==> src/rtl/dpd_pkg.sv <==
// Shared constants, register codes and types of the distance PID drive block.
`timescale 1ns / 1ps
`default_nettype none

package dpd_pkg;

    localparam int POS_W      = 24;
    localparam int FRAC_W     = 16;
    localparam int GAIN_W     = 24;
    localparam int PCT_W      = 7;
    localparam int TOL_W      = 16;
    localparam int DRIVE_W    = 16;
    localparam int ERR_W      = POS_W + 1;
    localparam int PROD_W     = GAIN_W + 1 + ERR_W;
    localparam int DIFF_W     = ERR_W + 1;
    localparam int DPROD_W    = GAIN_W + 1 + DIFF_W;
    localparam int ILIM_W     = PCT_W + FRAC_W + 1;
    localparam int IACC_W     = PROD_W + 1;
    localparam int SUM_W      = DPROD_W + 2;
    localparam int DRIVE_SHIFT = FRAC_W - 8;
    localparam int CFG_IDX_W  = 3;
    localparam int CFG_DATA_W = (POS_W > GAIN_W) ? POS_W : GAIN_W;

    localparam logic [CFG_IDX_W-1:0] CFG_TARGET_POSITION = 3'd0;
    localparam logic [CFG_IDX_W-1:0] CFG_SPEED_LIMIT     = 3'd1;
    localparam logic [CFG_IDX_W-1:0] CFG_TOLERANCE       = 3'd2;
    localparam logic [CFG_IDX_W-1:0] CFG_GAIN_P          = 3'd3;
    localparam logic [CFG_IDX_W-1:0] CFG_GAIN_I_DT       = 3'd4;
    localparam logic [CFG_IDX_W-1:0] CFG_GAIN_D_PER_DT   = 3'd5;
    localparam logic [CFG_IDX_W-1:0] CFG_INTEGRAL_LIMIT  = 3'd6;

    localparam logic [PCT_W-1:0]  RST_SPEED_LIMIT    = 7'd100;
    localparam logic [TOL_W-1:0]  RST_TOLERANCE      = 16'd2;
    localparam logic [GAIN_W-1:0] RST_GAIN_P         = 24'd32768;
    localparam logic [GAIN_W-1:0] RST_GAIN_I_DT      = 24'd39;
    localparam logic [GAIN_W-1:0] RST_GAIN_D_PER_DT  = 24'd0;
    localparam logic [PCT_W-1:0]  RST_INTEGRAL_LIMIT = 7'd50;

    typedef struct packed {
        logic signed [POS_W-1:0] target_position;
        logic [PCT_W-1:0]        speed_limit;
        logic [TOL_W-1:0]        tolerance;
        logic [GAIN_W-1:0]       gain_p;
        logic [GAIN_W-1:0]       gain_i_dt;
        logic [GAIN_W-1:0]       gain_d_per_dt;
        logic [PCT_W-1:0]        integral_limit;
    } cfg_t;

    typedef struct packed {
        logic signed [PROD_W-1:0]  p_prod;
        logic signed [PROD_W-1:0]  i_prod;
        logic signed [DPROD_W-1:0] d_prod;
        logic signed [ERR_W-1:0]   err;
        logic                      in_band;
        logic                      at_target;
        logic                      sign_flip;
        logic                      restart;
    } terms_t;

endpackage

`default_nettype wire

==> src/rtl/dpd_error.sv <==
// Input stage: averages the encoders and registers the position error.
`timescale 1ns / 1ps
`default_nettype none

module dpd_error (
    input  wire logic                             aclk,
    input  wire logic                             aresetn,
    input  wire logic                             s_valid,
    output logic                                  s_ready,
    input  wire logic signed [dpd_pkg::POS_W-1:0] s_left_position,
    input  wire logic signed [dpd_pkg::POS_W-1:0] s_right_position,
    input  wire logic                             s_restart,
    input  wire logic signed [dpd_pkg::POS_W-1:0] target_position,
    output logic                                  err_valid,
    input  wire logic                             err_ready,
    output logic signed [dpd_pkg::ERR_W-1:0]      err,
    output logic                                  err_restart
);

    logic                              valid_reg;
    logic signed [dpd_pkg::ERR_W-1:0]  err_reg;
    logic                              restart_reg;
    logic signed [dpd_pkg::POS_W:0]    pos_sum;
    logic signed [dpd_pkg::POS_W-1:0]  pos_avg;
    logic signed [dpd_pkg::ERR_W-1:0]  err_next;

    // floor((l + r) / 2): arithmetic drop of the low bit
    assign pos_sum  = {s_left_position[dpd_pkg::POS_W-1], s_left_position}
                    + {s_right_position[dpd_pkg::POS_W-1], s_right_position};
    assign pos_avg  = pos_sum[dpd_pkg::POS_W:1];
    assign err_next = {target_position[dpd_pkg::POS_W-1], target_position}
                    - {pos_avg[dpd_pkg::POS_W-1], pos_avg};

    assign s_ready = !valid_reg || err_ready;

    always_ff @(posedge aclk) begin
        if (!aresetn) begin
            valid_reg <= 1'b0;
        end else if (s_ready) begin
            valid_reg <= s_valid;
        end
    end

    always_ff @(posedge aclk) begin
        if (s_ready && s_valid) begin
            err_reg     <= err_next;
            restart_reg <= s_restart;
        end
    end

    assign err_valid   = valid_reg;
    assign err         = err_reg;
    assign err_restart = restart_reg;

endmodule

`default_nettype wire

==> config.mk <==
export PLATFORM = sky130hd
export DESIGN_NAME = dpd_error
export DESIGN_NICKNAME = d
export VERILOG_FILES = /design/src/rtl/dpd_pkg.sv /design/src/rtl/dpd_error.sv
export SDC_FILE = /design/constraint.sdc
export NUM_CORES = 1
export LEC_CHECK = 0
export ABC_AREA = 1
export BUFFER_PORTS_ARGS = -buffer_cell sky130_fd_sc_hd__buf_2
export CORE_ASPECT_RATIO = 0.9
export CORE_MARGIN = 2
export CORE_UTILIZATION = 35
export DETAILED_ROUTE_END_ITERATION = 16
export GPL_TIMING_DRIVEN = 0
export PLACE_DENSITY = 0.69
export SLEW_MARGIN = 20
export SYNTH_ARGS = -nofsm -noshare
export SYNTH_HDL_FRONTEND = slang
export SYNTH_SLANG_ARGS = --single-unit
export TNS_END_PERCENT = 1
==> constraint.sdc <==
create_clock -name aclk -period 2.2 [get_ports aclk]
set_input_delay 0.11 -clock aclk [delete_from_list [all_inputs] [get_ports aclk]]
set_output_delay 0.11 -clock aclk [all_outputs]
set_load 0.01 [all_outputs]
# Word level (Yosys, flattened, before mapping)
# Cells that the tools add are included.
# W data, S select, Z words.
[totals]
register_bits = 27
latch_bits = 0
ram_bits = 0
romBits = 0
inputBits = 77
out_inout_bits = 28
elab_cells = 8
memories = 0
[op_classes]
n_addsub = 2
multipliers = 0
div = 0
magnitude_cmp = 0
eq_ne = 0
n_shift = 0
mux = 0
bitwise_logic = 0
n_reduce_logical = 3
[op_table]
columns = ["cell", "count"]
rows = [
  ["$add A24 B24 Y25", 1],
  ["$sub A24 B24 Y25", 1],
  ["$logic_and A1 B1 Y1", 1],
  ["$logic_not A1 Y1", 1],
  ["$logic_or A1 B1 Y1", 1],
]

# Logic depth before layout (Yosys ltp)
# Gate-level depths: netlist of the first run.
[depth]
ltp_word = 3
ltp_mapped = 22
depth_no_buf = 22

# Least setup slack after synthesis of the first run
# No wires, ideal clock.
[synth_timing]
path_type = "input port to flip-flop"
from = "input s_left_position[1] (netlist bit)"
to = "register err_reg, in the netlist err[13], data pin"
setup_time_ns = 0.259
t_arrival_ns = 2.091
required_time_ns = 1.941
slack_ns = -0.150
path_stages = 18
n_path_buf = 0
cell_sequence = "inv_1 -> fa_1 -> inv_1 -> nand2_1 -> nand2_1 -> nand3_1 -> nand2_2 -> nand2_1 -> nand2_1 -> xnor2_1 -> ha_1 -> nand2_1 -> inv_1 -> a21oi_1 -> nand2_1 -> inv_1 -> nand2_1 -> xor2_1"
[synth_via]
elab_chain_cells = 2
[synth_lines]
columns = ["element", "line", "text"]
rows = [
  ["start: declaration", "dpd_error.sv:10", "input wire logic signed [dpd_pkg::POS_W-1:0] s_left_position,"],
  ["$add A24 B24 Y25", "dpd_error.sv:29", "+ {s_right_position[dpd_pkg::POS_W-1], s_right_position};"],
  ["$sub A24 B24 Y25", "dpd_error.sv:32", "- {pos_avg[dpd_pkg::POS_W-1], pos_avg};"],
  ["via err_next, one bit", "dpd_error.sv:25", "logic signed [dpd_pkg::ERR_W-1:0] err_next;"],
  ["end signal: assignment", "dpd_error.sv:46", "err_reg <= err_next;"],
  ["end: declaration", "dpd_error.sv:21", "logic signed [dpd_pkg::ERR_W-1:0] err_reg;"],
]
# The timed path passes the listed nets, and every way through them passes these cells.
# A chain may end at the register's enable or synchronous reset.

# Final worst setup path of the first run
[layout_timing]
from = "input s_right_position[5] (netlist bit)"
to = "register err_reg, in the netlist err[23], data pin"
[layout_via]
elab_chain_cells = 2
[layout_lines]
columns = ["element", "line", "text"]
rows = [
  ["start: declaration", "dpd_error.sv:11", "input wire logic signed [dpd_pkg::POS_W-1:0] s_right_position,"],
  ["$add A24 B24 Y25", "dpd_error.sv:29", ""],
  ["$sub A24 B24 Y25", "dpd_error.sv:32", ""],
  ["via err_next, one bit", "dpd_error.sv:25", ""],
]
# The timed path passes the listed nets, and every way through them passes these cells.

==> results of run 1 <==
## power by group
group          switching [W]  total (W)  internal (W)
combinational        0.00168    0.00288       0.00120
clock               0.000153   0.000400      0.000248
sequential         0.0000225   0.000779      0.000756
## per-stage QoR
stage               setup slack [ps]  TNS [ps]  instance area, um2
floorplan                      -22.0      -140                4660
global placement                -562    -16120                5390
detailed placement              -554     -8370                5430
CTS                            -27.3     -78.8                6240
global route                    -217     -2160                6910
finish                         -74.3      -416                6910
## cell type report
| class | count | area [um2] |
|---|---|---|
| clock buffer | 4 | 78.8 |
| fill | 1136 | 5630 |
| inverter | 175 | 657 |
| multi-input combinational | 575 | 4320 |
| sequential | 27 | 801 |
| tap | 164 | 205 |
| timing repair buffer | 141 | 850 |
## layer usage
layer / vias to the layer above / part of all wire [%] / routed length [um] / GRT usage (%)
li1: 2636 / - / - / -
met1: 2234 / 44 / 5960 / 24.6
met2: 142 / 50 / 6750 / 33.2
met3: 20 / 4.0 / 540 / 0.720
met4: 0 / 2.5 / 336 / 6.21
met5: - / 0 / 0 / 0
## cells in the final DEF, fill, tap and decap left out, drive strengths merged
cell type	instances
nand2	348
nand4	12
nor3	4
a21boi	1
and2	5
nor2	60
nand3b	7
inv	175
xnor2	11
buf	141
a21oi	26
dfxtp	1
or2	1
ha	47
fa	2
clkbuf	4
a21o	1
nand3	34
xor2	16
edfxtp	26
## path summary, 6_finish.rpt
check | startpoint | end | slack [ps] | depth (start not counted)
worst max-delay path | s_right_position[5] | err[23]$_DFFE_PP_ | -70 | 17
worst min-delay path | s_restart | err_restart$_DFFE_PP_ | 30 | 1
worst max register to register | err_valid$_SDFFE_PN0N_ | err[0]$_DFFE_PP_ | 1140 | 2
worst min register to register | err_valid$_SDFFE_PN0N_ | err_valid$_SDFFE_PN0N_ | 570 | 2
## repair_timing
item / 4_1_cts / 5_1_grt
cloned: 0 / 0
endpoints found under the setup margin: 18 / 19
pin swaps: 58 / 89
buffers inserted: 17 / 19
resized for setup: 118 / 145
## cell families (layout without fill, tap and decap cells)
group / Yosys count / count (layout) / share of synthesized area, %
xor gates and xnor gates: 27 / 27 / 5.49
adders and majority gates: 49 / 49 / 14.1
and+or+nand+nor: 471 / 471 / 44.3
DFF: 27 / 27 / 18.0
buffers and inverters: 175 / 320 / 14.8
AOI/OAI and AO/OA: 28 / 28 / 3.35
==> impl_metrics.yaml, run 1 <==
status:
  status: "complete, but fails checks"
  violations: "negative setup slack"
clocking:
  cts_max_path_buffers: 2
  clock_latency_ps: 260
  cts_root_buffer: "clkbuf_16"
  path_clk_slew_ps: 60
  numClockSinks: 27
  cts_hold_buf: 0
  cts_made_buffers: 3
  h-tree-depth: 1
  cts_tree: "done"
setup_path:
  worst-endpoint-arrival_ps: 2290
  path_cells: "buf_2, ha_4, nand2_4, inv_2, a21oi_2, nand2_4, nand2_1, nand2_2, xor2_2, ha_4, nand2_4, nor2_2, nand2_1, nor2_1, nand2_1, nand4_1, nand2_1"
  cp_max_fo: 4
  cp-start-kind: "input pin"
  worstPathRequired_ps: 2220
  path_class: "input pin to flip-flop"
  critical_path.top_delay_family: "simple AND/OR/NAND/NOR gates"
  path_buf_inv: 2
  critPathMaxStageDelay_ps: 330
  cp-end-kind: "flip-flop"
  slowest_stage: "ha_4"
  crit_top_cell: "nand2_1"
global_route:
  grt_pass1_vias: 4660
  grt_pass1_wl_mm: 20.9
  antenna_found_initial: 0
  grt_overflow_total: 0
  track_usage_pct: 18.9
  grt_max_degree: 26
drt:
  wire_per_inst_um: 12.5
  vias: 5032
  viasPerCell: 4.63
  drc_errors: 0
  ant_nets: 0
  drt_iter0_drc: 249
  wl_mm: 13.6
  drtPass1Iterations: 5
power_and_ir_drop:
  power_density_mw_per_mm2: 587
  p_leak_nw: 3.69
  power_w: 0.00406
  peakVddDrop_v: 0.000310
floorplanning:
  fp.dieArea_mm2: 0.0136
  initial_core_util_pct: 35.5
  rows: 39
  die_w_um: 123
  die_y_um: 111
  core_mm2: 0.0125
  ios: 105
timing:
  tightest_slew_ps: 300
  timing.final.crit_share_pct: 103
  holdWs_ps: 31.1
  hold_viol_final: 0
  max_slew_margin_pct: 79.9
  fmax_mhz: 440
  rsz0062_at_grt: "true"
  min_period_ps: 2270
  setup_viol: 11
  drv_slew: 0
  finalClockSkew_ps: 1.94
  worst_slack_ps: -74.3
cells_and_area:
  post_route_cells_drive_above_1_share_pct: 43.1
  largest_reg_flops: 25
  area_growth_pct: 55.4
  nets: 1049
  instances_no_fill: 1086
  antenna_cells: 0
  fin_util_pct: 55.1
placed_design:
  routabilityCongestion: 0.906
  hpwlAfterDp_mm: 10.2
  io_buffer_count: 104
  placedCellCount: 1046
synth:
  ys_ff_latch: 27
  synth_top_cell_by_area: "nand2_1"
  ys_warn_count: 0
  synth_ff_type: "edfxtp_1"
  yosys-top-cells-area: "nand2_1 (28%), edfxtp_1 (18%), inv_1 (14%)"
  synth_commonest_cells: "nand2_1 (335), inv_1 (170), nor2_1 (48)"
  yosysTopAreaCellShare_pct: 28.3
  synthDistinctLibCells: 25
  async_flop_share_pct: 0
  synth_edf_count: 26
  yosysMostFrequentCell: "nand2_1"
  syn_inst: 777
  syn_area_mm2: 0.00445
  seq_area_frac_synth_pct: 18.0
  synth_nets: 903
  avgSynthCellArea_um2: 5.72
job:
  maxCapViolCount: 0
hold_path:
  hold_path.class: "input pin to flip-flop"
Power figures use the tool's default switching activity.
==> run 2, diff against run 1 <==
MAX_ROUTING_LAYER = met4   (was default)
PLACE_DENSITY = 0.67   (was 0.69)
clock period = 2.5 ns   (was 2.2 ns; I/O delays follow)
==> run 2 against run 1 <==
The flow now finishes without violations. Critical path depth fell by 1. Via count fell by 6.7%. Global-route usage fell by 1.8 points. Non-clock buffer count fell by 29. Sequential share of layout area rose by 1.9 points. Sequential power fell by 12%. Largest cell class unchanged. First-iteration DRC count fell by 29%. Highest routed layer unchanged.
==> impl_metrics.yaml, run 2 (synthesized netlist as in run 1, its figures left out) <==
status:
  status: "finished clean"
clocking:
  numClockSinks: 27
  clock_latency_ps: 260
  cts_made_buffers: 3
  cts_max_path_buffers: 2
  h-tree-depth: 1
  cts_hold_buf: 0
  cts_root_buffer: "clkbuf_16"
  cts_tree: "done"
  path_clk_slew_ps: 60
timing:
  timing.final.crit_share_pct: 95.1
  tightest_slew_ps: 305
  drv_slew: 0
  worst_slack_ps: 123
  min_period_ps: 2380
  setup_viol: 0
  hold_viol_final: 0
  final.setup.tns_ps: 0
  fmax_mhz: 421
  max_slew_margin_pct: 79.6
  finalClockSkew_ps: 1.63
  rsz0062_at_grt: "true"
setup_path:
  cp-end-kind: "flip-flop"
  path_class: "input pin to flip-flop"
  worstPathRequired_ps: 2510
  worst-endpoint-arrival_ps: 2390
  worstReg2RegStart: "err_valid$_SDFFE_PN0N_"
  critPathLaunch: "s_left_position[8]"
  cp_max_fo: 5
  cp-start-kind: "input pin"
global_route:
  grt_overflow_total: 0
  antenna_found_initial: 0
  grt_pass1_vias: 4130
  grt_max_degree: 23
  track_usage_pct: 17.1
  grt_pass1_wl_mm: 18.3
cells_and_area:
  final_common_cell: "nand2_1"
  post_route_cells_drive_above_1_share_pct: 28.1
  area_growth_pct: 33.8
  antenna_cells: 0
  largest_reg_flops: 25
  layout_common_cells: "nand2_1 (302), inv_1 (169), buf_2 (104), nand2_2 (41), nand3_1 (30)"
  nets: 1020
  final_area_mm2: 0.00595
  fillerInstances: 1283
floorplanning:
  ios: 105
  fp.dieArea_mm2: 0.0136
  die_y_um: 111
  die_w_um: 123
  rows: 39
  core_mm2: 0.0125
  initial_core_util_pct: 35.5
drt:
  wl_mm: 11.8
  drtPass1Iterations: 4
  viasPerCell: 4.44
  drt_iter0_drc: 177
  drc_errors: 0
  wire_per_inst_um: 11.2
  vias: 4697
  ant_nets: 0
placed_design:
  hpwlAfterDp_mm: 9.93
  io_buffer_count: 104
  routabilityCongestion: 0.893
  placed_area_mm2: 0.00521
  pre_cts_slack_ps: -390
power_and_ir_drop:
  peakVddDrop_v: 0.000255
  power_density_mw_per_mm2: 506
  p_leak_nw: 3.31
job:
  maxCapViolCount: 0
hold_path:
  min-delay-start: "s_restart"
  hold_path.class: "input pin to flip-flop"
run 2: power by group:
part	internal [W]	switching (W)
logic	0.000787	0.00118
registers	0.000665	0.0000204
clock network	0.000218	0.000137
run 2: final cells by class:
class / count / area, um2 / share of cell area, %
multi-input cells: 575 / 3610 / 60.6
flip-flops and latches: 27 / 801 / 13.5
repair buffers: 112 / 601 / 10.1
clock buffers: 4 / 78.8 / 1.32
well taps: 164 / 205 / 3.45
inverters: 175 / 657 / 11.0
run 2: final timing paths:
check | endpoint | slack (ps) | cells past startpoint
max | err[19]$_DFFE_PP_ | 120 | 16
min | err_restart$_DFFE_PP_ | 40 | 1
max reg2reg | err[22]$_DFFE_PP_ | 1370 | 2
min reg2reg | err_valid$_SDFFE_PN0N_ | 540 | 2
run 2: through the flow:
stage	total power, W	util, %	instances	hold slack, ps
after global routing	0.00331	47.5	1057	38.1
after floorplan	0.00192	-	777	224
after detailed placement	0.00238	41.6	1046	309
final	0.00301	47.5	1057	43.6
after CTS	0.00276	42.6	1050	41.3
after global placement	0.00236	41.3	1045	303
run 2: repair_timing:
action / 4_1_cts / 5_1_grt
setup buffers: 0 / 7
setup endpoints to repair: 9 / 17
pin swaps: 1 / 22
endpoints found under the hold margin: 0 / 0
gates resized for setup: 6 / 126
run 2: layer usage:
layer	global-route usage [%]	vias to the layer above	wire length [um]
met5	-	-	0
met1	22.2	1994	5520
met2	29.3	109	5630
met3	0.720	18	408
met4	3.83	0	240
li1	-	2576	-
run 2: critical path, cell delays in order:
cell and delay (ps):
buf_2 120, ha_4 300, nand2_2 90, buf_4 150, nor2_4 100, nand2_1 60
nand3b_1 190, nand4_1 110, nand2_2 100, ha_4 310, nand2_2 80, nor2_2 140
and2_1 160, nand3b_1 130, nand4_1 140, nand2_1 70
==> run 3, diff against run 2 <==
==> constraint.sdc (replaced) <==
create_clock -name aclk -period 2.5 [get_ports aclk]
set_input_delay 0.125 -clock aclk [delete_from_list [all_inputs] [get_ports aclk]]
set_output_delay 0.125 -clock aclk [all_outputs]
set_load 0.1 [all_outputs]
==> run 3 against run 2 <==
Utilization decreased by 0.070 points. Total power increased by 24%. Setup slack got worse by 43 ps. Die area unchanged. Global-route usage increased by 0.15 points. Sequential share of layout area about the same. First-iteration DRC count increased by 24%. Maximum frequency decreased by 1.8%.
==> impl_metrics.yaml, run 3 (synthesized netlist as in run 1, its figures left out) <==
drt:
  wire_per_inst_um: 11.4
  drt_iter0_drc: 220
  drc_errors: 0
  vias: 4693
  viasPerCell: 4.45
  wl_mm: 12.0
  ant_nets: 0
  drtPass1Iterations: 5
setup_path:
  cp-end-kind: "flip-flop"
  path_class: "input pin to flip-flop"
  slowest_stage: "fa_2"
  critPathMaxStageDelay_ps: 410
  crit_top_cell: "nand2_1"
  path_buf_inv: 3
  worstPathRequired_ps: 2520
  path_cells: "buf_2, inv_1, fa_2, inv_2, nand2_1, nand2_2, and2_4, nand3b_1, nand4_1, nand2_1, ha_4, nand2_1, nor2_2, nand2_1, nor2_1, nand2_1, nand4_1, nand2_1"
  critical_path.top_delay_family: "simple AND/OR/NAND/NOR gates"
  worst-endpoint-arrival_ps: 2440
  cp_max_fo: 5
  cp-start-kind: "input pin"
placed_design:
  hpwlAfterDp_mm: 9.99
  io_buffer_count: 104
  pre_cts_slack_ps: -378
  routabilityCongestion: 0.898
  placedCellCount: 1045
  placed_area_mm2: 0.00518
cells_and_area:
  seqCellArea_um2: 801
  nets: 1018
  fillerInstances: 1273
  area_growth_pct: 33.6
  layout_common_cells: "nand2_1 (311), inv_1 (169), buf_2 (104), nand2_2 (30), nand3_1 (30)"
  largest_reg_flops: 25
  final_area_mm2: 0.00594
  multiInputGateArea_mm2: 0.00363
  instances_no_fill: 1055
  final_common_cell: "nand2_1"
  fin_util_pct: 47.4
  antenna_cells: 0
  post_route_cells_drive_above_1_share_pct: 27.8
floorplanning:
  rows: 39
  die_y_um: 111
  ios: 105
  fp.dieArea_mm2: 0.0136
  core_mm2: 0.0125
  die_w_um: 123
  initial_core_util_pct: 35.5
power_and_ir_drop:
  p_leak_nw: 3.30
  peakVddDrop_v: 0.000345
  power_density_mw_per_mm2: 629
global_route:
  grt_util_met3_pct: 0.874
  grt_pass1_wl_mm: 18.6
  grt_overflow_total: 0
  gr-usage-met1_pct: 22.0
  grt_max_degree: 27
  grt_pass1_vias: 4277
  grt.busiest_layer: "met2"
  use_met2_pct: 29.5
  track_usage_pct: 17.3
  antenna_found_initial: 0
timing:
  min_period_ps: 2420
  drv_slew: 0
  max_slew_margin_pct: 47.6
  finalClockSkew_ps: 0.777
  hold_viol_final: 0
  setup_viol: 0
  timing.final.crit_share_pct: 96.8
  rsz0062_at_grt: "true"
  tightest_slew_ps: 784
  worst_slack_ps: 80.7
  fmax_mhz: 413
clocking:
  numClockSinks: 27
  path_clk_slew_ps: 60
  cts_tree: "done"
  cts_root_buffer: "clkbuf_16"
  cts_hold_buf: 0
  h-tree-depth: 1
  clock_latency_ps: 260
  cts_made_buffers: 3
  cts_max_path_buffers: 2
job:
  maxCapViolCount: 0
hold_path:
  hold_path.class: "input pin to flip-flop"
status:
  status: "finished clean"
[run 3: cell count changes in the layout (fill, tap and decap cells not counted), sizes merged]
cell	previous run	this run
buf	112	110
clkbuf	4	3
clkinv	0	1
[run 3: final cells by class]
class,count,share of cell area (%)
clock buffers,3,1.26
flip-flops and latches,27,13.5
well taps,164,3.45
clock inverters,1,0.0842
repair buffers,110,9.52
multi-input cells,575,61.2
inverters,175,11.1
[run 3: metal layers]
metal	up-vias	routed length (um)
li1	2569	-
met1	1993	5590
met2	109	5730
met3	22	432
met4	0	257
met5	-	0
[run 3: metrics by stage]
| stage | TNS [ps] | total power (W) | hold WS (ps) |
|---|---|---|---|
| floorplan | 0 | 0.00264 | 224 |
| global placement | -4130 | 0.00308 | 303 |
| detailed placement | -4380 | 0.00310 | 307 |
| CTS | -12.1 | 0.00349 | 40.7 |
| global route | -133 | 0.00404 | 33.6 |
| finish | 0 | 0.00374 | 41.2 |
[run 3: final timing paths]
path                               start                     end  slack, ps  depth (start not counted)
setup / recovery     s_right_position[1]       err[21]$_DFFE_PP_         80                         18
hold reg to reg   err_valid$_SDFFE_PN0N_  err_valid$_SDFFE_PN0N_        550                          2
setup reg to reg  err_valid$_SDFFE_PN0N_       err[20]$_DFFE_PP_       1130                          1
hold / removal                 s_restart   err_restart$_DFFE_PP_         40                          1
[run 3: power breakdown]
group,switching (W),internal [W]
clock,0.000137,0.000215
combinational,0.00191,0.000783
sequential,0.0000213,0.000666
[run 3: what timing repair did]
| action | in CTS | in global routing |
|---|---|---|
| setup buffers | 1 | 5 |
| hold endpoints to repair | 0 | 0 |
| setup endpoints to repair | 9 | 17 |
| resized for setup | 9 | 130 |
| pin swaps | 1 | 19 |
