===== src/rtl/dpd_pkg.sv =====
// Shared constants, register codes and types of the distance PID drive block.
`timescale 1ns / 1ps
`default_nettype none

package dpd_pkg;

    localparam int POS_W      = 24;
    localparam int FRAC_W     = 16;
    localparam int GAIN_W     = 24;
    localparam int PCT_W      = 7;
    localparam int TOL_W      = 16;
    localparam int DRIVE_W    = 16;
    localparam int ERR_W      = POS_W + 1;
    localparam int PROD_W     = GAIN_W + 1 + ERR_W;
    localparam int DIFF_W     = ERR_W + 1;
    localparam int DPROD_W    = GAIN_W + 1 + DIFF_W;
    localparam int ILIM_W     = PCT_W + FRAC_W + 1;
    localparam int IACC_W     = PROD_W + 1;
    localparam int SUM_W      = DPROD_W + 2;
    localparam int DRIVE_SHIFT = FRAC_W - 8;
    localparam int CFG_IDX_W  = 3;
    localparam int CFG_DATA_W = (POS_W > GAIN_W) ? POS_W : GAIN_W;

    localparam logic [CFG_IDX_W-1:0] CFG_TARGET_POSITION = 3'd0;
    localparam logic [CFG_IDX_W-1:0] CFG_SPEED_LIMIT     = 3'd1;
    localparam logic [CFG_IDX_W-1:0] CFG_TOLERANCE       = 3'd2;
    localparam logic [CFG_IDX_W-1:0] CFG_GAIN_P          = 3'd3;
    localparam logic [CFG_IDX_W-1:0] CFG_GAIN_I_DT       = 3'd4;
    localparam logic [CFG_IDX_W-1:0] CFG_GAIN_D_PER_DT   = 3'd5;
    localparam logic [CFG_IDX_W-1:0] CFG_INTEGRAL_LIMIT  = 3'd6;

    localparam logic [PCT_W-1:0]  RST_SPEED_LIMIT    = 7'd100;
    localparam logic [TOL_W-1:0]  RST_TOLERANCE      = 16'd2;
    localparam logic [GAIN_W-1:0] RST_GAIN_P         = 24'd32768;
    localparam logic [GAIN_W-1:0] RST_GAIN_I_DT      = 24'd39;
    localparam logic [GAIN_W-1:0] RST_GAIN_D_PER_DT  = 24'd0;
    localparam logic [PCT_W-1:0]  RST_INTEGRAL_LIMIT = 7'd50;

    typedef struct packed {
        logic signed [POS_W-1:0] target_position;
        logic [PCT_W-1:0]        speed_limit;
        logic [TOL_W-1:0]        tolerance;
        logic [GAIN_W-1:0]       gain_p;
        logic [GAIN_W-1:0]       gain_i_dt;
        logic [GAIN_W-1:0]       gain_d_per_dt;
        logic [PCT_W-1:0]        integral_limit;
    } cfg_t;

    typedef struct packed {
        logic signed [PROD_W-1:0]  p_prod;
        logic signed [PROD_W-1:0]  i_prod;
        logic signed [DPROD_W-1:0] d_prod;
        logic signed [ERR_W-1:0]   err;
        logic                      in_band;
        logic                      at_target;
        logic                      sign_flip;
        logic                      restart;
    } terms_t;

endpackage

`default_nettype wire


===== src/rtl/dpd_cfg.sv =====
// Configuration register file of the distance PID drive block.
`timescale 1ns / 1ps
`default_nettype none

module dpd_cfg (
    input  wire logic                           aclk,
    input  wire logic                           aresetn,
    input  wire logic                           cfg_wr_en,
    input  wire logic [dpd_pkg::CFG_IDX_W-1:0]  cfg_index,
    input  wire logic [dpd_pkg::CFG_DATA_W-1:0] cfg_wr_data,
    output dpd_pkg::cfg_t                       cfg
);

    dpd_pkg::cfg_t cfg_reg;

    always_ff @(posedge aclk) begin
        if (!aresetn) begin
            cfg_reg.target_position <= '0;
            cfg_reg.speed_limit     <= dpd_pkg::RST_SPEED_LIMIT;
            cfg_reg.tolerance       <= dpd_pkg::RST_TOLERANCE;
            cfg_reg.gain_p          <= dpd_pkg::RST_GAIN_P;
            cfg_reg.gain_i_dt       <= dpd_pkg::RST_GAIN_I_DT;
            cfg_reg.gain_d_per_dt   <= dpd_pkg::RST_GAIN_D_PER_DT;
            cfg_reg.integral_limit  <= dpd_pkg::RST_INTEGRAL_LIMIT;
        end else if (cfg_wr_en) begin
            case (cfg_index)
                dpd_pkg::CFG_TARGET_POSITION:
                    cfg_reg.target_position <= $signed(cfg_wr_data[dpd_pkg::POS_W-1:0]);
                dpd_pkg::CFG_SPEED_LIMIT:
                    cfg_reg.speed_limit <= cfg_wr_data[dpd_pkg::PCT_W-1:0];
                dpd_pkg::CFG_TOLERANCE:
                    cfg_reg.tolerance <= cfg_wr_data[dpd_pkg::TOL_W-1:0];
                dpd_pkg::CFG_GAIN_P:
                    cfg_reg.gain_p <= cfg_wr_data[dpd_pkg::GAIN_W-1:0];
                dpd_pkg::CFG_GAIN_I_DT:
                    cfg_reg.gain_i_dt <= cfg_wr_data[dpd_pkg::GAIN_W-1:0];
                dpd_pkg::CFG_GAIN_D_PER_DT:
                    cfg_reg.gain_d_per_dt <= cfg_wr_data[dpd_pkg::GAIN_W-1:0];
                dpd_pkg::CFG_INTEGRAL_LIMIT:
                    cfg_reg.integral_limit <= cfg_wr_data[dpd_pkg::PCT_W-1:0];
                default: begin
                end
            endcase
        end
    end

    assign cfg = cfg_reg;

endmodule

`default_nettype wire


===== config.mk =====
export PLATFORM = sky130hd
export DESIGN_NAME = dpd_cfg
export DESIGN_NICKNAME = d
export VERILOG_FILES = /design/src/rtl/dpd_pkg.sv /design/src/rtl/dpd_cfg.sv
export SDC_FILE = /design/constraint.sdc
export NUM_CORES = 1
export LEC_CHECK = 0
export BUFFER_PORTS_ARGS = -buffer_cell sky130_fd_sc_hd__buf_2
export CAP_MARGIN = 20
export CORE_MARGIN = 2
export CORE_UTILIZATION = 45
export CTS_CLUSTER_DIAMETER = 50
export DETAILED_ROUTE_END_ITERATION = 8
export GPL_ROUTABILITY_DRIVEN = 0
export PLACE_DENSITY = 0.78
export SYNTH_ARGS = -nofsm -noshare
export SYNTH_HDL_FRONTEND = slang
export SYNTH_SLANG_ARGS = --single-unit

===== constraint.sdc =====
create_clock -name aclk -period 1 [get_ports aclk]
set_input_delay 0.1 -clock aclk [delete_from_list [all_inputs] [get_ports aclk]]
set_output_delay 0.1 -clock aclk [all_outputs]
set_load 0.01 [all_outputs]

* Word-level counts from Yosys, hierarchy flattened
Cells that the tools add are included.
** Operators by class
- Equality and inequality tests :: 6
- Reductions and logical operators :: 8
** Operators by type and width (number)
- $reduce_and A2 Y1 :: 7
- $eq A3 B3 Y1 const B :: 3
- $eq A3 B2 Y1 const B :: 2
- $eq A3 B1 Y1 const B :: 1
- $logic_not A3 Y1 :: 1
** Word-level totals
- Register bits after elaboration :: 126
- Input bits :: 30
- Output and inout bits :: 126
- Logic and storage cells :: 21

* Longest topological paths before layout
Gate-level depths: netlist of run 1.
- Depth in word-level cells :: 2
- Gate-level depth with buffers :: 4
- Gate-level depth less buffers :: 2

* Worst setup path after synthesis of run 1
No wires, ideal clock.
- Path type :: in2reg
- From :: in cfg_index[0] in the netlist's numbering
- To :: reg cfg_reg (netlist bit cfg[105])
- Setup time :: 0.072 ns
- Arrival time :: 0.854 ns
- Required time :: 0.928 ns
- Setup slack :: 0.074 ns
- Cell stages on the path :: 4
- Buffers on the path :: 2
- Cell sequence :: nor4b_2 buf_4 buf_6 mux2i_1
** Between the ends
- Cells in the longest elaborated chain, start to end :: 2
** RTL lines
- start: declaration :: line dpd_cfg.sv:9 : input wire logic [dpd_pkg::CFG_IDX_W-1:0] cfg_index,
- $logic_not A3 Y1 :: line dpd_cfg.sv:26 : case (cfg_index)
- $reduce_and A2 Y1 (no line)
- end: declaration :: line dpd_cfg.sv:14 : dpd_pkg::cfg_t cfg_reg;
No other way between the ends.
A chain may end at the register's enable or synchronous reset.

* Final worst setup path of run 1
- From :: reg cfg_reg (netlist bit cfg[29])
- To :: out cfg[29] in the netlist's numbering
** RTL lines
- end: declaration :: line dpd_cfg.sv:11 : output dpd_pkg::cfg_t cfg
No word-level cell between the ends.

==> flow_metrics.env, run 1 <==
export IMPL_outcome="complete, but fails checks"
export IMPL_violations="negative setup slack"
export IMPL_synth_area_sq_um=4710
export IMPL_row_count=37
export IMPL_synth_edf_count=0
export IMPL_yosys_area_top_type_share_pct=53.6
export IMPL_grt_setup_unrepaired="yes"
export IMPL_htreeDepth=4
export IMPL_clk_pin_slew_ns=0.06
export IMPL_ys_seq_elements=126
export IMPL_ys_warn_count=0
export IMPL_yosysUniqueCellTypes=15
export IMPL_crit_slowest_cell="dfxtp_2"
export IMPL_nNetsFinal=702
export IMPL_worstSkewPairLatency_ns=0.51
export IMPL_finalPower_mw=12.2
export IMPL_finalHoldViolations=0
export IMPL_wl_per_cell_microns=18.4
export IMPL_vias=4116
export IMPL_period_share_pct=108
export IMPL_port_buffers=155
export IMPL_ys_flop_type="dfxtp_1"
export IMPL_timing_final_ws_setup_ns=-0.0765
export IMPL_netlist_instances=449
export IMPL_peakVddDrop_mv=1.02
export IMPL_r2r_setup_slack_ns=0.10
export IMPL_drive_above_1_share_pct=54.2
export IMPL_holdCritPathClass="input pin to register"
export IMPL_worstMarginPinSlew_ns=0.365
export IMPL_numCtsBuffers=17
export IMPL_hpwl_mm=8.24
export IMPL_endpoint_kind="primary output"
export IMPL_routed_wl_mm=15.1
export IMPL_cts_tree="yes"
export IMPL_initial_core_util_pct=46.0
export IMPL_worst_path_largest_cell_delay_ns=0.35
export IMPL_die_width_microns=106
export IMPL_ys_async_sr_fraction_pct=0
export IMPL_setup_viol=126
export IMPL_synth_area_leaders="dfxtp_1 54%, mux2i_1 27%, nand2_1 11%"
export IMPL_crit_path_start_kind="register"
export IMPL_grt_pass1_vias=4359
export IMPL_grt_use_total_pct=26.6
export IMPL_grt_pass1_wl_mm=23.1
export IMPL_cp_required_ns=0.90
export IMPL_power_leakage_nw=3.73
export IMPL_yosysSeqAreaShare_pct=53.6
export IMPL_cts_buffer_depth=2
export IMPL_coreArea_sq_um=10200
export IMPL_drv_cap=0
export IMPL_firstDrtPassIters=4
export IMPL_arrival_ns=0.98
export IMPL_grt_overflow=0
export IMPL_antenna_found_initial=1
export IMPL_finalCriticalPeriod_ns=1.08
export IMPL_ant_nets=0
export IMPL_relSlewSlack_pct=75.6
export IMPL_dieHeight_microns=106
export IMPL_fin_tns_setup_ns=-6.31
export IMPL_critPathMaxFanout=2
export IMPL_ys_top_cells_by_count="138 x nand2_1, 126 x dfxtp_1, 126 x mux2i_1"
export IMPL_p_per_area_nw_per_um2=1570
export IMPL_path_buf_inv=1
export IMPL_cts_sinks=126
export IMPL_drc_errors=0
export IMPL_slew_violations=0
export IMPL_die_area_sq_um=11300
export IMPL_fillCellCount=658
export IMPL_path_class="register to primary output"
export IMPL_root_buffer="clkbuf_8"
export IMPL_avgSynthCellArea_sq_um=10.5
export IMPL_path_cells="buf_6"
export IMPL_syn_nets=479
export IMPL_initialDrtViolationCount=198
export IMPL_ioPinCount=156
export IMPL_synthToLayoutAreaGrowth_pct=65.2
export IMPL_grt_max_degree=32
export IMPL_synth_area_leader_cell="dfxtp_1"
export IMPL_largest_reg_flops=126
export IMPL_max_freq_mhz=929
export IMPL_yosysMostFrequentCell="nand2_1"
export IMPL_skew_ns=0
export IMPL_via_per_inst=5.01
export IMPL_crit_family="flip-flops"
[layout make-up]
cell class                      count  area (sq um)  area share, %
Tap cell                          136           170           2.19
Multi-Input combinational cell    290          1990           25.6
Timing Repair Buffer              237          2370           30.4
Clock buffer                       22           453           5.82
Antenna cell                        1          2.50         0.0322
Clock inverter                     10           114           1.46
Sequential cell                   126          2680           34.5
[cell families (layout without fill, tap and decap cells)]
| logic type | after synthesis | count (layout) | synth area share [%] |
|---|---|---|---|
| other | 0 | 1 | 0 |
| and+or+nand+nor | 164 | 164 | 15.2 |
| DFF | 126 | 126 | 53.6 |
| muxes | 126 | 126 | 26.8 |
| buffers and inverters | 33 | 269 | 4.46 |
[worst min-delay path, stage by stage]
cell,delay [ns]
buf_4,0.19
nor2b_1,0.15
mux2i_1,0.12
[report_power, final]
part,leakage (nW),switching [mW],internal [mW]
clock,0.279,2.20,3.67
sequential,1.07,0.0879,5.16
combinational,2.38,0.504,0.559
total,3.73,2.80,9.38
[repair_timing]
item,in CTS,in global routing
endpoints found under the hold margin,100,0
gates resized for setup,252,0
hold buffers,24,0
endpoints found under the setup margin,126,126
setup buffers,12,20
[through the flow]
step	cell area, sq um	hold WS (ns)	worst slack (ns)	utilization, %	cells
CTS	7620	0.0686	-0.0790	74.5	801
global placement	5780	0.366	-0.0774	56.5	733
floorplan	4710	0.260	0.0743	-	449
detailed placement	5780	0.388	-0.147	56.5	733
finish	7780	0.100	-0.0765	76.0	822
global route	7780	0.103	-0.114	76.0	822
[layout by cell type, fill, tap and decap left out]
master | Yosys | final
nand2_1 | 138 | 138
mux2i_1 | 126 | 126
dfxtp_2 | 0 | 126
buf_6 | 3 | 126
buf_4 | 9 | 49
buf_2 | 11 | 28
dlygate4sd3_1 | 0 | 24
nor2b_1 | 19 | 19
clkbuf_16 | 0 | 16
buf_12 | 1 | 10
clkinv_2 | 0 | 4
nand4b_1 | 3 | 3
clkbuf_8 | 0 | 3
clkinv_4 | 0 | 3
clkbuf_1 | 8 | 3
bufinv_16 | 0 | 2
diode_2 | 0 | 1
nor4b_4 | 0 | 1
and4bb_2 | 1 | 1
and4bb_1 | 1 | 1
nand4bb_2 | 0 | 1
clkinvlp_4 | 0 | 1
[path summary, 6_finish.rpt]
kind	startpoint	endpoint	cells after the start
min	aresetn	cfg[4]	3
max reg2reg	cfg[101]	cfg[101]	3
max	cfg[29]	cfg[29]	1
min reg2reg	cfg[98]	cfg[98]	2
[routing by layer]
layer | wire, microns | vias to the layer above | global-route usage (%)
met4 | 456 | 0 | 11.3
met2 | 7890 | 165 | 47.1
met3 | 710 | 30 | 6.32
met5 | 0 | - | 0
met1 | 6050 | 1990 | 30.6
li1 | - | 1931 | -
Power figures use the tool's default switching activity.
==> run 2, diff against run 1 <==
GPL_TIMING_DRIVEN = 0   (was unset)
PLACE_DENSITY = 0.82   (was 0.78)
==> run 2 against run 1 <==
Net effect:
- the flow still finishes with violations (negative setup slack)
- clock skew stayed put
- sequential share of layout area is 0.63 points higher
- clock power is 2% higher
- global-route usage is 0.85 points higher
- via count is 2.4% higher
- hold slack worse by 0.077 ns
- routed wire length is 3.7% higher
- fmax is 1.8% lower
- flip-flop and latch count stayed put
- register-to-register slack better by 0.06 ns
- combinational power is 5% lower
- core utilization is 1.4 points lower
==> flow_metrics.env, run 2 (same netlist as run 1, synthesis figures left out) <==
export IMPL_worst_path_largest_cell_delay_ns=0.35
export IMPL_fin_area_sq_um=7640
export IMPL_drive_above_1_share_pct=53.6
export IMPL_nNetsFinal=707
export IMPL_drc_errors=0
export IMPL_cts_buffer_depth=2
export IMPL_via_per_inst=5.11
export IMPL_cts_tree="yes"
export IMPL_path_class="register to primary output"
export IMPL_ioPinCount=156
export IMPL_critPathMaxFanout=2
export IMPL_port_buffers=154
export IMPL_fillCellCount=663
export IMPL_coreArea_sq_um=10200
export IMPL_row_count=37
export IMPL_setup_viol=126
export IMPL_grt_setup_unrepaired="yes"
export IMPL_whs_ns=0.0239
export IMPL_min_from="aresetn"
export IMPL_grt_max_degree=17
export IMPL_peakVddDrop_mv=1.12
export IMPL_path_cells="buf_6"
export IMPL_grt_use_total_pct=27.5
export IMPL_endpoint_kind="primary output"
export IMPL_htreeDepth=4
export IMPL_vias=4213
export IMPL_worst_hold_path_num_cells=3
export IMPL_initial_core_util_pct=46.0
export IMPL_holdCritPathClass="input pin to register"
export IMPL_grt_pass1_wl_mm=23.4
export IMPL_relSlewSlack_pct=57.7
export IMPL_rr_worst_depth=4
export IMPL_r2r_start="cfg[77]"
export IMPL_final_common_cell="nand2_1"
export IMPL_crit_path_start_kind="register"
export IMPL_worstMarginPinSlew_ns=0.634
export IMPL_period_share_pct=110
export IMPL_cp_required_ns=0.90
export IMPL_cts_sinks=126
export IMPL_skew_ns=0
export IMPL_power_leakage_nw=3.64
export IMPL_timing_final_ws_setup_ns=-0.0961
export IMPL_initialDrtViolationCount=187
export IMPL_path_buf_inv=1
export IMPL_hpwl_mm=9.22
export IMPL_crit_family="flip-flops"
export IMPL_wl_per_cell_microns=19.0
export IMPL_grt_overflow=0
export IMPL_num_antenna_cells=0
export IMPL_clk_pin_slew_ns=0.06
export IMPL_reg2reg_to="cfg[77]"
export IMPL_final_cell_mix="138 x nand2_1, 129 x buf_6, 126 x mux2i_1, 126 x dfxtp_2, 41 x buf_4"
export IMPL_dieHeight_microns=106
export IMPL_root_buffer="clkbuf_8"
export IMPL_fin_tns_setup_ns=-9.46
export IMPL_slew_violations=0
export IMPL_place_area_sq_um=5650
export IMPL_drv_cap=0
export IMPL_p_per_area_nw_per_um2=1600
export IMPL_numCtsBuffers=17
export IMPL_die_width_microns=106
export IMPL_ant_nets=0
export IMPL_antenna_found_initial=0
export IMPL_r2r_setup_slack_ns=0.16
export IMPL_largest_reg_flops=126
export IMPL_finalHoldViolations=0
export IMPL_routed_wl_mm=15.7
export IMPL_synthToLayoutAreaGrowth_pct=62.2
export IMPL_max_freq_mhz=912
export IMPL_grt_pass1_vias=4487
export IMPL_holdPathEnd="cfg[4]"
export IMPL_die_area_sq_um=11300
export IMPL_finalCriticalPeriod_ns=1.10
export IMPL_outcome="complete, but fails checks"
export IMPL_worstSkewPairLatency_ns=0.53
export IMPL_arrival_ns=1.00
export IMPL_violations="negative setup slack"
export IMPL_crit_slowest_cell="dfxtp_2"
export IMPL_firstDrtPassIters=4
==> run 2: area by class of cell <==
| type | instances | area (sq um) | area share (%) |
|---|---|---|---|
| multi-input combinational | 290 | 1980 | 25.9 |
| buffer | 33 | 210 | 2.75 |
| sequential | 126 | 2680 | 35.1 |
| timing repair buffer | 209 | 2030 | 26.6 |
| clock buffer | 18 | 428 | 5.60 |
| clock inverter | 13 | 143 | 1.87 |
| tap | 136 | 170 | 2.23 |
==> run 2: repair_timing <==
action                                  4_1_cts  5_1_grt
endpoints found under the setup margin      126      126
gates resized for setup                     254        0
hold buffers                                 23        0
endpoints found under the hold margin        96        0
buffers inserted                              8       24
==> run 2: metal layers <==
layer  global-route usage (%)  vias to the layer above  part of all wire (%)
met5                        0                        -                     0
met4                     11.8                        0                   2.4
met3                     8.89                       39                   6.3
met2                     48.9                      165                    52
met1                     29.7                     2061                    39
li1                         -                     1948                     -
==> run 2: how the worst max path moves through the flow <==
stage	startpoint	end	slack (ns)	cells after the start
after global routing	cfg[46]	cfg[46]	-0.12	1
after floorplan	cfg_index[0]	cfg[105]	0.07	4
final	cfg[1]	cfg[1]	-0.1	1
after global placement	cfg_index[0]	cfg[105]	-0.19	5
after CTS	cfg[46]	cfg[46]	-0.09	1
after detailed placement	cfg_index[0]	cfg[121]	-0.19	5
==> run 2: power by group <==
group          switching, mW  internal [mW]  leakage, nW
Combinational          0.509          0.498         2.31
Clock                   2.37           3.60        0.254
Sequential            0.0876           5.15         1.07
Total                   2.96           9.25         3.64
==> run 2: metrics by stage <==
| step | power (mW) | utilization (%) | setup slack [ns] | cells |
|---|---|---|---|---|
| 6_report | 12.2 | 74.6 | -0.0961 | 825 |
| 5_1_grt | 12.5 | 74.6 | -0.121 | 825 |
| 4_1_cts | 12.1 | 72.9 | -0.0946 | 801 |
| 3_5_place_dp | 6.04 | 55.2 | -0.193 | 739 |
| 3_3_place_gp | 6.02 | 55.2 | -0.186 | 739 |
| 2_1_floorplan | 5.72 | - | 0.0743 | 449 |
==> run 3, diff against run 2 <==
SKIP_CTS_REPAIR_TIMING = 1   (was unset)
==> run 3 against run 2 <==
Net effect:
- routed wire length is 0.69% lower
- clock skew unchanged
- largest cell class unchanged
- global-route usage down 3.7 points
- critical path type unchanged
- the run still ends with negative setup slack left
==> flow_metrics.env, run 3 (same netlist as run 1, synthesis figures left out) <==
export IMPL_initial_core_util_pct=46.0
export IMPL_grt_pass1_wl_mm=20.5
export IMPL_power_leakage_nw=3.57
export IMPL_timing_final_ws_setup_ns=-0.105
export IMPL_clk_pin_slew_ns=0.06
export IMPL_violations="negative setup slack"
export IMPL_initialDrtViolationCount=226
export IMPL_root_buffer="clkbuf_8"
export IMPL_worstMarginPinSlew_ns=0.634
export IMPL_num_antenna_cells=0
export IMPL_worstSkewPairLatency_ns=0.53
export IMPL_power_frac_comb_pct=8.1
export IMPL_r2r_start="cfg[19]"
export IMPL_hpwl_mm=9.22
export IMPL_clkPwrFrac_pct=48.9
export IMPL_firstDrtPassIters=5
export IMPL_cts_buffer_depth=2
export IMPL_crit_path_start_kind="register"
export IMPL_skew_ns=0
export IMPL_drv_cap=0
export IMPL_worst_path_largest_cell_delay_ns=0.36
export IMPL_slew_violations=0
export IMPL_die_area_sq_um=11300
export IMPL_cp_startpoint="cfg[22]"
export IMPL_holdCritPathClass="input pin to register"
export IMPL_dieHeight_microns=106
export IMPL_final_cell_mix="138 x nand2_1, 129 x buf_6, 126 x mux2i_1, 126 x dfxtp_2, 39 x buf_2"
export IMPL_path_class="register to primary output"
export IMPL_outcome="complete, but fails checks"
export IMPL_drc_errors=0
export IMPL_fin_area_sq_um=7540
export IMPL_relSlewSlack_pct=57.7
export IMPL_antenna_found_initial=0
export IMPL_die_width_microns=106
export IMPL_switchingPower_mw=2.95
export IMPL_critPathMaxFanout=2
export IMPL_grt_pass1_vias=4004
export IMPL_place_area_sq_um=5650
export IMPL_crit_slowest_cell="dfxtp_2"
export IMPL_p_int_mw=9.23
export IMPL_p_sw_share_pct=24.2
export IMPL_peakVddDrop_mv=1.14
export IMPL_whs_ns=0.00337
export IMPL_synthToLayoutAreaGrowth_pct=60.2
export IMPL_cts_tree="yes"
export IMPL_numCtsBuffers=17
export IMPL_final_common_cell="nand2_1"
export IMPL_ant_nets=0
export IMPL_nNetsFinal=695
export IMPL_drive_above_1_share_pct=52.9
export IMPL_grt_max_degree=17
export IMPL_endpoint_kind="primary output"
export IMPL_rr_worst_depth=3
export IMPL_final_util_pct=73.7
export IMPL_reg2reg_to="cfg[19]"
export IMPL_via_per_inst=5.09
export IMPL_largest_reg_flops=126
export IMPL_crit_family="flip-flops"
export IMPL_setup_viol=126
export IMPL_r2r_setup_slack_ns=0.22
export IMPL_period_share_pct=111
export IMPL_finalHoldViolations=0
export IMPL_worst_hold_path_num_cells=3
export IMPL_htreeDepth=4
export IMPL_cts_sinks=126
export IMPL_holdPathEnd="cfg[18]"
export IMPL_row_count=37
export IMPL_grt_use_total_pct=23.8
export IMPL_finalPower_mw=12.2
export IMPL_seqPwrFrac_pct=43.0
export IMPL_arrival_ns=1.01
export IMPL_grt_overflow=0
export IMPL_max_freq_mhz=905
export IMPL_p_per_area_nw_per_um2=1620
export IMPL_port_buffers=154
export IMPL_ioPinCount=156
export IMPL_routed_wl_mm=15.5
export IMPL_path_buf_inv=1
export IMPL_wl_per_cell_microns=19.1
export IMPL_cp_required_ns=0.90
export IMPL_vias=4141
export IMPL_finalCriticalPeriod_ns=1.11
export IMPL_grt_setup_unrepaired="yes"
export IMPL_path_cells="buf_6"
export IMPL_min_from="cfg_wr_data[11]"
export IMPL_coreArea_sq_um=10200
[run 3: worst min-delay path: cells and delay by family]
family | cells | cell delay [ns]
simple gates | 1 | 0.16
mux | 1 | 0.16
buf+inv | 1 | 0.08
[run 3: area by class of cell]
cell class                 count  area (sq um)
timing repair buffer         197          1940
buffer                        33           210
clock buffer                  18           428
clock inverter                13           143
multi-input combinational    290          1980
fill                         690          2690
tap                          136           170
sequential                   126          2680
[run 3: layer usage]
metal | vias to the layer above | GRT usage (%) | part of all wire, %
li1 | 1918 | - | -
met1 | 2019 | 28.3 | 38
met2 | 172 | 40.2 | 52
met3 | 32 | 7.60 | 7.3
met4 | 0 | 8.36 | 2.4
met5 | - | 0 | 0
[run 3: power groups by stage]
| stage | registers (mW) | logic, mW | clock network, mW |
|---|---|---|---|
| final | 5.24 | 0.988 | 5.96 |
| after global routing | 5.25 | 1.05 | 6.20 |
| after CTS | 5.19 | 0.749 | 5.96 |
| after detailed placement | 5.30 | 0.743 | 0 |
| after global placement | 5.29 | 0.725 | 0 |
| after floorplan | 5.35 | 0.368 | 0 |
[run 3: worst max-delay path by stage]
stage	end	slack, ns	depth (start not counted)
2_1_floorplan	cfg[105]	0.07	4
3_3_place_gp	cfg[105]	-0.19	5
3_5_place_dp	cfg[121]	-0.19	5
4_1_cts	cfg[46]	-0.15	1
5_1_grt	cfg[22]	-0.13	1
6_report	cfg[22]	-0.11	1
[run 3: through the flow]
| step | std cells | setup slack (ns) | TNS [ns] |
|---|---|---|---|
| 2_1_floorplan | 449 | 0.0743 | 0 |
| 3_3_place_gp | 739 | -0.186 | -8.68 |
| 3_5_place_dp | 739 | -0.193 | -11.93 |
| 4_1_cts | 770 | -0.150 | -13.59 |
| 5_1_grt | 813 | -0.130 | -12.53 |
| 6_report | 813 | -0.105 | -9.68 |
